$ cat src/setq_pkg.sv
`timescale 1ns / 1ps
// ----------------------------------------------------------------------------
// setq_pkg
// Shared sizes, types, codes and the wrap-safe expiry compare for the sorted
// expiry timer queue.
// ----------------------------------------------------------------------------
package setq_pkg;

   localparam int TIMER_SLOTS = 16;
   localparam int TICK_BITS   = 32;
   localparam int ID_BITS     = 4;
   localparam int NUM_IDS     = 16;
   localparam int EXPIRY_BITS = 32;
   localparam int MAX_RES     = 16;
   localparam int LEN_BITS    = $clog2(TIMER_SLOTS + 1);
   localparam int SLOT_BITS   = $clog2(TIMER_SLOTS);
   localparam int RES_BITS    = $clog2(MAX_RES + 1);

   typedef logic [TICK_BITS-1:0]   tick_type;
   typedef logic [ID_BITS-1:0]     id_type;
   typedef logic [EXPIRY_BITS-1:0] expiry_type;

   typedef enum logic [1:0] {
      KIND_ADD    = 2'd0,
      KIND_DELETE = 2'd1,
      KIND_TICK   = 2'd2
   } kind_type;

   typedef enum logic [2:0] {
      ST_ADDED       = 3'd0,
      ST_FULL        = 3'd1,
      ST_PENDING     = 3'd2,
      ST_DELETED     = 3'd3,
      ST_NOT_PENDING = 3'd4,
      ST_EXPIRED     = 3'd5,
      ST_TICK_NONE   = 3'd6
   } status_type;

   typedef enum logic {
      TOK_INSERT = 1'b0,
      TOK_DELETE = 1'b1
   } tok_op_type;

   typedef struct packed {
      logic       active;
      tok_op_type op;
      logic       shifting;
      id_type     id;
      tick_type   expiry;
   } token_type;

   typedef struct packed {
      id_type   id;
      tick_type expiry;
   } entry_type;

   // a is before b when (a - b) mod 2^TICK_BITS is negative
   function automatic logic is_before(tick_type a, tick_type b);
      tick_type d;
      d = a - b;
      return d[TICK_BITS-1];
   endfunction

   function automatic tick_type to_tick(expiry_type e);
      logic [63:0] w;
      w = 64'(e);
      return w[TICK_BITS-1:0];
   endfunction

   function automatic expiry_type to_now(tick_type t);
      logic [63:0] w;
      w = 64'(t);
      return w[EXPIRY_BITS-1:0];
   endfunction

endpackage

$ cat src/setq_if.sv
`timescale 1ns / 1ps
// ----------------------------------------------------------------------------
// setq_if
// Request and response channels of the sorted expiry timer queue.
// ----------------------------------------------------------------------------
interface setq_req_if;
   logic                   valid;
   logic                   ready;
   logic [1:0]             kind;
   setq_pkg::id_type       timer_id;
   setq_pkg::expiry_type   expiry;

   modport source (output valid, kind, timer_id, expiry, input ready);
   modport sink   (input valid, kind, timer_id, expiry, output ready);
endinterface

interface setq_rsp_if;
   logic                   valid;
   logic                   ready;
   setq_pkg::status_type   status;
   setq_pkg::id_type       fired_id;
   setq_pkg::expiry_type   now_ticks;
   logic                   last;

   modport source (output valid, status, fired_id, now_ticks, last, input ready);
   modport sink   (input valid, status, fired_id, now_ticks, last, output ready);
endinterface

$ cat src/sorted_expiry_timer_queue_core.sv
`timescale 1ns / 1ps
// ----------------------------------------------------------------------------
// sorted_expiry_timer_queue_core
// Timer queue kept sorted by wrap-safe expiry in a row of slot cells.
//
//   channel   dir   handshake          payload
//   req_ch    in    valid / ready      kind, timer_id, expiry
//   rsp_ch    out   valid / ready      status, fired_id, now_ticks, last
//
// An accepted add or delete sends a token down the row, one cell a cycle, and
// its result follows when the walk ends; rejected ones skip the walk. A tick
// gives one result a cycle while the output register is free; each expiry
// shifts the whole row left one slot. Reset clears tick count, queue length
// and pending flags. A stalled result holds in the output register; the next
// item is accepted meanwhile and its result waits until the register frees.
// ----------------------------------------------------------------------------
module sorted_expiry_timer_queue_core (
   input  logic        clock,
   input  logic        reset,
   setq_req_if.sink    req_ch,
   setq_rsp_if.source  rsp_ch
);

   typedef enum logic [1:0] {
      S_IDLE,
      S_WALK,
      S_TICK,
      S_EMIT
   } state_type;

   state_type                           state_ff, state_in;
   setq_pkg::tick_type                  tick_ff, tick_in;
   logic [setq_pkg::LEN_BITS-1:0]       len_ff, len_in;
   logic [setq_pkg::NUM_IDS-1:0]        pend_ff, pend_in;
   logic [setq_pkg::SLOT_BITS-1:0]      walk_ff, walk_in;
   logic [setq_pkg::RES_BITS-1:0]       pops_ff, pops_in;
   setq_pkg::token_type                 launch_ff, launch_in;
   setq_pkg::status_type                hold_status_ff, hold_status_in;
   setq_pkg::id_type                    hold_id_ff, hold_id_in;
   logic                                rsp_valid_ff, rsp_valid_in;
   setq_pkg::status_type                rsp_status_ff, rsp_status_in;
   setq_pkg::id_type                    rsp_id_ff, rsp_id_in;
   setq_pkg::expiry_type                rsp_now_ff, rsp_now_in;
   logic                                rsp_last_ff, rsp_last_in;

   setq_pkg::entry_type                 ent [setq_pkg::TIMER_SLOTS];
   setq_pkg::token_type                 tok [setq_pkg::TIMER_SLOTS];
   logic [setq_pkg::TIMER_SLOTS-1:0]    occ;
   logic                                pop;
   logic                                accept;
   logic                                out_free;
   logic                                due0;
   logic                                due1;
   logic                                more;

   genvar gi;
   generate
      for (gi = 0; gi < setq_pkg::TIMER_SLOTS; gi++) begin : g_cell
         assign occ[gi] = setq_pkg::LEN_BITS'(gi) < len_ff;
         if (gi == 0) begin : g_first
            setq_cell u_cell (
               .clock      (clock),
               .reset      (reset),
               .occupied   (occ[gi]),
               .pop        (pop),
               .tok_left   (launch_ff),
               .next_entry (ent[gi+1]),
               .entry_out  (ent[gi]),
               .tok_right  (tok[gi])
            );
         end else if (gi == setq_pkg::TIMER_SLOTS - 1) begin : g_last
            setq_cell u_cell (
               .clock      (clock),
               .reset      (reset),
               .occupied   (occ[gi]),
               .pop        (pop),
               .tok_left   (tok[gi-1]),
               .next_entry (ent[gi]),
               .entry_out  (ent[gi]),
               .tok_right  (tok[gi])
            );
         end else begin : g_mid
            setq_cell u_cell (
               .clock      (clock),
               .reset      (reset),
               .occupied   (occ[gi]),
               .pop        (pop),
               .tok_left   (tok[gi-1]),
               .next_entry (ent[gi+1]),
               .entry_out  (ent[gi]),
               .tok_right  (tok[gi])
            );
         end
      end
   endgenerate

   assign req_ch.ready = (state_ff == S_IDLE);
   assign accept       = req_ch.valid && req_ch.ready;
   assign out_free     = !rsp_valid_ff || rsp_ch.ready;
   assign due0         = occ[0] && !setq_pkg::is_before(tick_ff, ent[0].expiry);
   assign due1         = occ[1] && !setq_pkg::is_before(tick_ff, ent[1].expiry);
   assign more         = ((pops_ff + setq_pkg::RES_BITS'(1)) <
                          setq_pkg::RES_BITS'(setq_pkg::MAX_RES)) && due1;

   always_comb begin
      state_in       = state_ff;
      tick_in        = tick_ff;
      len_in         = len_ff;
      pend_in        = pend_ff;
      walk_in        = walk_ff;
      pops_in        = pops_ff;
      launch_in      = launch_ff;
      launch_in.active = 1'b0;
      hold_status_in = hold_status_ff;
      hold_id_in     = hold_id_ff;
      rsp_valid_in   = rsp_valid_ff && !rsp_ch.ready;
      rsp_status_in  = rsp_status_ff;
      rsp_id_in      = rsp_id_ff;
      rsp_now_in     = rsp_now_ff;
      rsp_last_in    = rsp_last_ff;
      pop            = 1'b0;

      case (state_ff)
         S_IDLE: begin
            if (accept) begin
               case (req_ch.kind)
                  setq_pkg::KIND_ADD: begin
                     hold_id_in = req_ch.timer_id;
                     if (len_ff == setq_pkg::LEN_BITS'(setq_pkg::TIMER_SLOTS)) begin
                        hold_status_in = setq_pkg::ST_FULL;
                        state_in       = S_EMIT;
                     end else if (pend_ff[req_ch.timer_id]) begin
                        hold_status_in = setq_pkg::ST_PENDING;
                        state_in       = S_EMIT;
                     end else begin
                        launch_in.active        = 1'b1;
                        launch_in.op            = setq_pkg::TOK_INSERT;
                        launch_in.shifting      = 1'b0;
                        launch_in.id            = req_ch.timer_id;
                        launch_in.expiry        = setq_pkg::to_tick(req_ch.expiry);
                        pend_in[req_ch.timer_id] = 1'b1;
                        hold_status_in          = setq_pkg::ST_ADDED;
                        walk_in                 = '0;
                        state_in                = S_WALK;
                     end
                  end
                  setq_pkg::KIND_DELETE: begin
                     hold_id_in = req_ch.timer_id;
                     if (!pend_ff[req_ch.timer_id]) begin
                        hold_status_in = setq_pkg::ST_NOT_PENDING;
                        state_in       = S_EMIT;
                     end else begin
                        launch_in.active        = 1'b1;
                        launch_in.op            = setq_pkg::TOK_DELETE;
                        launch_in.shifting      = 1'b0;
                        launch_in.id            = req_ch.timer_id;
                        launch_in.expiry        = '0;
                        pend_in[req_ch.timer_id] = 1'b0;
                        hold_status_in          = setq_pkg::ST_DELETED;
                        walk_in                 = '0;
                        state_in                = S_WALK;
                     end
                  end
                  setq_pkg::KIND_TICK: begin
                     tick_in  = tick_ff + setq_pkg::tick_type'(1);
                     pops_in  = '0;
                     state_in = S_TICK;
                  end
                  default: begin
                     state_in = S_IDLE;
                  end
               endcase
            end
         end
         S_WALK: begin
            if (walk_ff == setq_pkg::SLOT_BITS'(setq_pkg::TIMER_SLOTS - 1)) begin
               if (hold_status_ff == setq_pkg::ST_ADDED) begin
                  len_in = len_ff + setq_pkg::LEN_BITS'(1);
               end else begin
                  len_in = len_ff - setq_pkg::LEN_BITS'(1);
               end
               state_in = S_EMIT;
            end else begin
               walk_in = walk_ff + setq_pkg::SLOT_BITS'(1);
            end
         end
         S_EMIT: begin
            if (out_free) begin
               rsp_valid_in  = 1'b1;
               rsp_status_in = hold_status_ff;
               rsp_id_in     = hold_id_ff;
               rsp_now_in    = setq_pkg::to_now(tick_ff);
               rsp_last_in   = 1'b1;
               state_in      = S_IDLE;
            end
         end
         S_TICK: begin
            if (out_free) begin
               rsp_valid_in = 1'b1;
               rsp_now_in   = setq_pkg::to_now(tick_ff);
               if (due0) begin
                  rsp_status_in      = setq_pkg::ST_EXPIRED;
                  rsp_id_in          = ent[0].id;
                  rsp_last_in        = !more;
                  pop                = 1'b1;
                  len_in             = len_ff - setq_pkg::LEN_BITS'(1);
                  pend_in[ent[0].id] = 1'b0;
                  pops_in            = pops_ff + setq_pkg::RES_BITS'(1);
                  if (!more) begin
                     state_in = S_IDLE;
                  end
               end else begin
                  rsp_status_in = setq_pkg::ST_TICK_NONE;
                  rsp_id_in     = '0;
                  rsp_last_in   = 1'b1;
                  state_in      = S_IDLE;
               end
            end
         end
         default: begin
            state_in = S_IDLE;
         end
      endcase
   end

   always_ff @(posedge clock) begin
      hold_status_ff <= hold_status_in;
      hold_id_ff     <= hold_id_in;
      rsp_status_ff  <= rsp_status_in;
      rsp_id_ff      <= rsp_id_in;
      rsp_now_ff     <= rsp_now_in;
      rsp_last_ff    <= rsp_last_in;
      walk_ff        <= walk_in;
      pops_ff        <= pops_in;
      if (reset) begin
         state_ff     <= S_IDLE;
         tick_ff      <= '0;
         len_ff       <= '0;
         pend_ff      <= '0;
         launch_ff    <= '0;
         rsp_valid_ff <= 1'b0;
      end else begin
         state_ff     <= state_in;
         tick_ff      <= tick_in;
         len_ff       <= len_in;
         pend_ff      <= pend_in;
         launch_ff    <= launch_in;
         rsp_valid_ff <= rsp_valid_in;
      end
   end

   assign rsp_ch.valid     = rsp_valid_ff;
   assign rsp_ch.status    = rsp_status_ff;
   assign rsp_ch.fired_id  = rsp_id_ff;
   assign rsp_ch.now_ticks = rsp_now_ff;
   assign rsp_ch.last      = rsp_last_ff;

endmodule

$ cat src/setq_cell.sv
`timescale 1ns / 1ps
// ----------------------------------------------------------------------------
// setq_cell
// One slot of the sorted row: holds a timer entry, acts on the token handed
// in from the left and passes it on to the right in the next cycle.
// ----------------------------------------------------------------------------
module setq_cell (
   input  logic                 clock,
   input  logic                 reset,
   input  logic                 occupied,
   input  logic                 pop,
   input  setq_pkg::token_type  tok_left,
   input  setq_pkg::entry_type  next_entry,
   output setq_pkg::entry_type  entry_out,
   output setq_pkg::token_type  tok_right
);

   setq_pkg::entry_type entry_ff, entry_in;
   setq_pkg::token_type tok_ff, tok_in;

   always_comb begin
      entry_in = entry_ff;
      tok_in   = tok_left;
      if (pop) begin
         entry_in = next_entry;
      end else if (tok_left.active) begin
         case (tok_left.op)
            setq_pkg::TOK_INSERT: begin
               if (!occupied) begin
                  entry_in.id     = tok_left.id;
                  entry_in.expiry = tok_left.expiry;
                  tok_in.active   = 1'b0;
               end else if (tok_left.shifting ||
                            setq_pkg::is_before(tok_left.expiry, entry_ff.expiry)) begin
                  // take the carried timer, carry the displaced one on
                  entry_in.id     = tok_left.id;
                  entry_in.expiry = tok_left.expiry;
                  tok_in.id       = entry_ff.id;
                  tok_in.expiry   = entry_ff.expiry;
                  tok_in.shifting = 1'b1;
               end
            end
            setq_pkg::TOK_DELETE: begin
               if (tok_left.shifting || (occupied && entry_ff.id == tok_left.id)) begin
                  entry_in        = next_entry;
                  tok_in.shifting = 1'b1;
               end
            end
            default: begin
               entry_in = entry_ff;
            end
         endcase
      end
   end

   always_ff @(posedge clock) begin
      entry_ff <= entry_in;
      if (reset) begin
         tok_ff <= '0;
      end else begin
         tok_ff <= tok_in;
      end
   end

   assign entry_out = entry_ff;
   assign tok_right = tok_ff;

endmodule
$ cat src/flat_wrapper.sv
// flat-port wrapper written by rule: the top's interface ports become plain ports
module sorted_expiry_timer_queue_core_flat 
  (clock, reset, req_ch_valid, req_ch_kind, req_ch_timer_id, req_ch_expiry, req_ch_ready, rsp_ch_valid, rsp_ch_status, rsp_ch_fired_id, rsp_ch_now_ticks, rsp_ch_last, rsp_ch_ready);
  setq_req_if req_ch_i ();
  setq_rsp_if rsp_ch_i ();
  input  logic clock;
  input  logic reset;
  input wire logic [$bits(req_ch_i.valid)-1:0] req_ch_valid;
  input wire logic [$bits(req_ch_i.kind)-1:0] req_ch_kind;
  input wire logic [$bits(req_ch_i.timer_id)-1:0] req_ch_timer_id;
  input wire logic [$bits(req_ch_i.expiry)-1:0] req_ch_expiry;
  output wire logic [$bits(req_ch_i.ready)-1:0] req_ch_ready;
  output wire logic [$bits(rsp_ch_i.valid)-1:0] rsp_ch_valid;
  output wire logic [$bits(rsp_ch_i.status)-1:0] rsp_ch_status;
  output wire logic [$bits(rsp_ch_i.fired_id)-1:0] rsp_ch_fired_id;
  output wire logic [$bits(rsp_ch_i.now_ticks)-1:0] rsp_ch_now_ticks;
  output wire logic [$bits(rsp_ch_i.last)-1:0] rsp_ch_last;
  input wire logic [$bits(rsp_ch_i.ready)-1:0] rsp_ch_ready;
  assign req_ch_i.valid = req_ch_valid;
  assign req_ch_i.kind = req_ch_kind;
  assign req_ch_i.timer_id = req_ch_timer_id;
  assign req_ch_i.expiry = req_ch_expiry;
  assign req_ch_ready = req_ch_i.ready;
  assign rsp_ch_valid = rsp_ch_i.valid;
  assign rsp_ch_status = rsp_ch_i.status;
  assign rsp_ch_fired_id = rsp_ch_i.fired_id;
  assign rsp_ch_now_ticks = rsp_ch_i.now_ticks;
  assign rsp_ch_last = rsp_ch_i.last;
  assign rsp_ch_i.ready = rsp_ch_ready;
  sorted_expiry_timer_queue_core u_core (.clock(clock), .reset(reset), .req_ch(req_ch_i), .rsp_ch(rsp_ch_i));
endmodule
$ cat config.mk
export PLATFORM = sky130hd
export DESIGN_NAME = sorted_expiry_timer_queue_core_flat
export DESIGN_NICKNAME = d
export VERILOG_FILES = /design/src/setq_pkg.sv /design/src/setq_if.sv /design/src/sorted_expiry_timer_queue_core.sv /design/src/setq_cell.sv /design/src/flat_wrapper.sv
export SDC_FILE = /design/constraint.sdc
export NUM_CORES = 2
export LEC_CHECK = 0
export ABC_AREA = 1
export BUFFER_PORTS_ARGS = -buffer_cell sky130_fd_sc_hd__buf_4
export CORE_MARGIN = 1
export CORE_UTILIZATION = 55
export DETAILED_ROUTE_END_ITERATION = 10
export PLACE_DENSITY = 0.68
export SYNTH_ARGS = -nofsm -noshare
export SYNTH_HDL_FRONTEND = slang
export SYNTH_HIERARCHICAL = 1
export SYNTH_SLANG_ARGS = --single-unit
export TNS_END_PERCENT = 5
$ cat constraint.sdc
create_clock -name clock -period 12.5 [get_ports clock]
set_clock_uncertainty 0.05 [all_clocks]
set_input_delay 1.875 -clock clock [delete_from_list [all_inputs] [get_ports clock]]
set_output_delay 1.875 -clock clock [all_outputs]
set_load 0.02 [all_outputs]
Word level (Yosys, flattened, before mapping)
Cells that the tools add are included.
{ "classes": {"n_addsub": 23, "order_cmp": 21, "eq_ne": 68, "muxes": 325, "n_bitwise": 24, "n_reduce_logical": 112} }
{ "op_table": {"columns": ["op", "n"], "rows": [
  ["36-bit two-way mux", 93],
  ["37-bit two-way mux", 60],
  ["36-bit case mux with 2 select lines", 15],
  ["32-bit subtractor", 18],
  ["39-bit two-way mux", 3],
  ["16-bit two-way mux", 6],
  ["1-bit two-way mux", 86],
  ["39-bit case mux with 2 select lines", 1],
  ["16-bit case mux with 2 select lines", 2],
  ["4-bit equality test", 15],
  ["3-bit AND reduction", 19],
  ["4-bit by 3-bit inequality test with 1-bit output (second input constant)", 14],
  ["4-bit by 5-bit less-than comparator with 1-bit output (first input constant)", 8],
  ["5-bit two-way mux", 8],
  ["2-bit nonzero test", 20],
  ["3-bit by 2-bit inequality test with 1-bit output (second input constant)", 13],
  ["32-bit by 1-bit adder with 32-bit output (second input constant)", 1],
  ["16-bit AND", 2],
  ["1-bit logical OR", 32],
  ["4-bit two-way mux", 8],
  ["16-bit NOT", 2],
  ["1-bit case mux with 2 select lines", 16],
  ["3-bit inequality test (second input constant)", 8],
  ["4-bit case mux with 2 select lines", 3],
  ["other kinds (38)", 120]
]} }
{ "totals": {"ff_bits": 1312, "input_bits": 42, "out_inout_bits": 42, "word_cells": 698} }

Logic depth before layout (Yosys ltp)
{ "depth": {"word_depth": 10, "depth_mapped": 22, "depth_no_buf": 21} }

Modules after synthesis
The synthesis kept the hierarchy.
{ "by_module_without_submodules": {"columns": ["mod", "instances", "cells_each", "area_per_inst_um2", "seq_area_each_um2"], "rows": [
  ["setq_cell", 16, 490, 4174.0, 1861.8],
  ["sorted_expiry_timer_queue_core", 1, 1121, 8546.9, 3563.4]
]} }

Least setup slack after synthesis
OpenSTA, ideal clock, no wires.
{ "synth_path": {"kind": "input to register", "start": "in rsp_ch_ready", "end": "reg u_core.g_cell[0].g_first.u_cell.entry_ff (netlist bit u_core/g_cell[0].g_first.u_cell/entry_out[0]) (enable)", "setup_time_ns": 0.391, "t_arrival_ns": 6.334, "t_required_ns": 12.059, "setup_slack_ns": 5.726, "path_stages": 6, "path_buffers": 0, "cell_sequence": "nor2_1 > nor3_1 > nor2_1 > nand2_1 > o22ai_1 > inv_1"} }
{ "synth_via": {"elab_chain_cells": 5, "word_cells_on_any_way": 7, "cone_classes": "eq/ne: 2; mux: 2; reduce/logical: 3"} }
{ "synth_lines": {"columns": ["element", "line_no", "source"], "rows": [
  ["start, declared", "flat_wrapper.sv:18", "input wire logic [$bits(rsp_ch_i.ready)-1:0] rsp_ch_ready;"],
  ["1-bit logical OR (*)", "sorted_expiry_timer_queue_core.sv:99", "assign out_free = !rsp_valid_ff || rsp_ch.ready;"],
  ["1-bit two-way mux (*)", "sorted_expiry_timer_queue_core.sv:198", "if (out_free) begin"],
  ["1-bit two-way mux (*)", "sorted_expiry_timer_queue_core.sv:123", "case (state_ff)"],
  ["net u_core.pop", "sorted_expiry_timer_queue_core.sv:49", "logic pop;"],
  ["4-bit inequality test (no line) (tied with other cells)", null, null],
  ["3-bit AND reduction (no line) (*)", null, null],
  ["end signal, assigned", "setq_cell.sv:57", "entry_ff <= entry_in;"],
  ["end, declared", "setq_cell.sv:18", "setq_pkg::entry_type entry_ff, entry_in;"]
]} }
Mark *: on every way through the listed nets, which the timed path passes. The rest lies on a longest branch.
A chain may end at the register's enable or synchronous reset.

Worst setup path in the final report
{ "layout_path": {"start": "reg u_core.g_cell[0].g_first.u_cell.entry_ff (netlist bit u_core/g_cell[0].g_first.u_cell/entry_out[30])", "end": "reg u_core.g_cell[9].g_mid.u_cell.tok_ff (netlist bit u_core/g_cell[9].g_mid.u_cell/tok_right[28])"} }
{ "layout_via": {"elab_chain_cells": 7} }
{ "layout_lines": {"columns": ["element", "line_no", "source"], "rows": [
  ["32-bit subtractor", "setq_pkg.sv:60", "d = a - b;"],
  ["1-bit logical NOT", "sorted_expiry_timer_queue_core.sv:100", "assign due0 = occ[0] && !setq_pkg::is_before(tick_ff, ent[0].expiry);"],
  ["1-bit logical AND", "sorted_expiry_timer_queue_core.sv:100", null],
  ["1-bit two-way mux", "sorted_expiry_timer_queue_core.sv:201", "if (due0) begin"],
  ["1-bit two-way mux", "sorted_expiry_timer_queue_core.sv:198", null],
  ["1-bit two-way mux", "sorted_expiry_timer_queue_core.sv:123", null],
  ["net u_core.pop", "sorted_expiry_timer_queue_core.sv:49", null],
  ["37-bit two-way mux", "setq_cell.sv:24", "if (pop) begin"],
  ["end signal, assigned", "setq_cell.sv:61", "tok_ff <= tok_in;"],
  ["end, declared", "setq_cell.sv:19", "setq_pkg::token_type tok_ff, tok_in;"]
]} }
The timed path passes the listed nets, and every way through them passes these cells.

==> flow_summary_export.csv <==
group,metric,value,unit
finish,stdcell_count,10600,
timing,fmax,212,MHz
power_and_ir_drop,power_leakage,38.0,nW
routing,drcViolationCount,0,
place,dp.final_hpwl,133000,um
finish,diodes,0,
routing,routed-via-count,57600,
routing,wl_met1,80500,um
place,dp.cells,10300,
floorplanning,ios,84,
timing,post-route-period-util,37.7,%
timing,grt_setup_unrepaired,"false",
finish,drive_gt1_share,14.6,%
timing,tightest_slew,1280,ps
finish,final_nets,9319,
routing,dr.pass1.iters,6,
routing,wl_met3,8950,um
global_routing,overflow,0,
setup_path,cp-end-kind,"flop",
status,outcome,"finished clean",
timing,hold_viol,0,
min_path,whs_path_depth,2,
setup_path,reg2reg_depth,22,
timing,whs,416,ps
synth,syn_area,73600,um2
floorplanning,rows,133,
setup_path,cp-start-kind,"flop",
clock_network,post_cts_buffers,0,
global_routing,grt_pass1_vias,56600,
floorplanning,core,132000,um2
min_path,min_from,"u_core/g_cell[7].g_mid.u_cell/tok_right[37]$_SDFF_PP0_",
routing,routed_wl,188000,um
clock_network,cts_hold_buf,0,
routing,ant_nets,0,
power_and_ir_drop,power_per_cell_area,146,nW/um2
timing,slew_headroom,14.6,%
timing,setup-violations-final,0,
clock_network,cts.path.max_buffers,3,
clock_network,clock-sinks,1311,
floorplanning,die_area,135000,um2
timing,maxSlewViolCount,0,
setup_path,slowest_delay,500,ps
clock_network,cts_root_buf,"clkbuf_16",
setup_path,reg2reg_from,"u_core/g_cell[0].g_first.u_cell/entry_out[30]$_DFFE_PP_",
min_path,min_to,"u_core/g_cell[8].g_mid.u_cell/tok_right[37]$_SDFF_PP0_",
clock_network,cts_tree,"done",
place,gp_congestion,0.872,
place,placed_area,74700,um2
routing,top_layer,"met4",
clock_network,cts_max_level,4,
min_path,hp-class,"reg -> reg",
global_routing,track_usage,27.4,%
setup_path,timing.rr.end,"u_core/g_cell[9].g_mid.u_cell/tok_right[28]$_SDFF_PP0_",
setup_path,crit_chain,"inv_1 > ha_1 > nand2_1 > nor2_1 > nand2_1 > nor2_1 > nand2_1 > nand2_1 > nor2_1 > nand2_1 > nand2_1 > nand3_1 > nor3_2 > buf_4 > nor2_2 > buf_4 > nand2_1 > nor2_4 > buf_4 > nand2_4 > nor2_1 > nor3_2",
floorplanning,start_util,55.7,%
synth,syn_inst,8788,
routing,vias_per_cell,5.43,
routing,wl_met2,93900,um
floorplanning,die_h,368,um
setup_path,crit_slowest_cell,"buf_4",
finish,final_cell_area,79500,um2
clock_network,cts-resized-gates,0,
clock_network,clkSlewWorstSetupHoldPaths,60,ps
synth,syn_avg_cell_area,8.38,um2
place,portBuffers,83,
global_routing,grt_max_degree,132,
finish,area.growth.synth_to_final,8.00,%
routing,wl_per_cell,17.7,um
synth,yosys_warnings,6,
floorplanning,die_x,368,um
setup_path,criticalPathCategory,"reg -> reg",
timing,timing.final.crit_period,4710,ps
setup_path,critPathRequiredTime,13070,ps
clock_network,cts_made_buffers,146,
global_routing,grt_antenna_before_repair,0,
routing,drt_iter0_markers,4506,
setup_path,critPathMaxFanout,58,
timing,fin_setup_tns,0,ps
global_routing,grt_pass1_wl,302000,um
clock_network,clock_latency,800,ps
power_and_ir_drop,ir_worst_vdd,0.000143,V
run,cap_violations,0,
setup_path,regToRegSetupSlack,7790,ps
setup_path,cp_common_cell,"nand2_1",
setup_path,crit_arrival,5280,ps
worst max-delay path, delay by kind of cell (launching register included):
kind / cells / cell delay, ps
and+or+nand+nor: 17 / 2360
adders and majority gates: 1 / 300
buffers and inverters: 4 / 1350
DFF: 1 / 400
layout make-up:
class,count,area [um2]
fill,11500,52600
sequential,1311,32600
inverter,1020,3830
clock buffer,217,4250
multi-input combinational,6110,35000
timing repair buffer,142,1090
tap,1755,2200
clock inverter,54,589
worst max path at each step:
stage                                                                       start                                                endpoint
after floorplan                                                      rsp_ch_ready  u_core/g_cell[0].g_first.u_cell/entry_out[0]$_DFFE_PP_
after global placement                                               rsp_ch_ready  u_core/g_cell[9].g_mid.u_cell/tok_right[34]$_SDFF_PP0_
after detailed placement                                             rsp_ch_ready  u_core/g_cell[9].g_mid.u_cell/tok_right[19]$_SDFF_PP0_
after CTS                 u_core/g_cell[0].g_first.u_cell/entry_out[30]$_DFFE_PP_  u_core/g_cell[9].g_mid.u_cell/tok_right[28]$_SDFF_PP0_
after global routing      u_core/g_cell[0].g_first.u_cell/entry_out[13]$_DFFE_PP_  u_core/g_cell[9].g_mid.u_cell/tok_right[18]$_SDFF_PP0_
final                     u_core/g_cell[0].g_first.u_cell/entry_out[30]$_DFFE_PP_  u_core/g_cell[9].g_mid.u_cell/tok_right[28]$_SDFF_PP0_
power breakdown:
part / switching [mW] / internal, mW
sequential: 0.311 / 4.97
clock: 1.80 / 2.56
combinational: 1.47 / 0.510
through the flow:
step	power [mW]	utilization [%]	setup slack (ps)
after floorplan	6.72	-	5820
after global routing	12.1	60.2	7350
after CTS	11.7	60.2	7770
final	11.6	60.2	7790
after global placement	7.28	56.5	7280
after detailed placement	7.34	56.5	7180
registers in the layout, summed over array words and instances, names as in the netlist, 4 cells and up:
name / flops
u_core/g_cell.g_mid.u_cell/tok_right: 546
u_core/g_cell.g_mid.u_cell/entry_out: 504
u_core/g_cell.g_first.u_cell/tok_right: 39
u_core/launch_ff: 38
u_core/g_cell.g_first.u_cell/entry_out: 36
u_core/g_cell.g_last.u_cell/entry_out: 36
u_core/rsp_ch.now_ticks: 32
u_core/tick_ff: 32
u_core/pend_ff: 16
u_core/len_ff: 5
u_core/pops_ff: 5
u_core/hold_id_ff: 4
u_core/rsp_ch.fired_id: 4
u_core/walk_ff: 4
per-layer routing:
metal  vias to the layer above  global-route usage (%)
met5                         -                       0
met4                         0                    8.36
met3                       334                    3.27
met2                      1534                    47.8
met1                     27600                    35.3
li1                      28200                       -
cells in the final DEF (no fill, tap or decap), drive strengths merged:
cell and n:
nand3b 2, a21oi 760, nand4 57, o211ai 16, a31o 1, a31oi 1, o221a 1, xnor2 68
a21o 35, o22ai 37, conb 3, o21ai 84, nor2 915, xor2 29, or2 1, dfxtp 679
clkbuf 217, nand2 2828, nor4 5, buf 142, clkinvlp 1, a211oi 15, nand3 69, nor3 561
bufinv 10, edfxtp 632, ha 546, and2b 16, inv 1021, a22o 4, clkinv 42, o211a 1
nor3b 19, o21a 3, a22oi 33
Power figures use the tool's default switching activity.
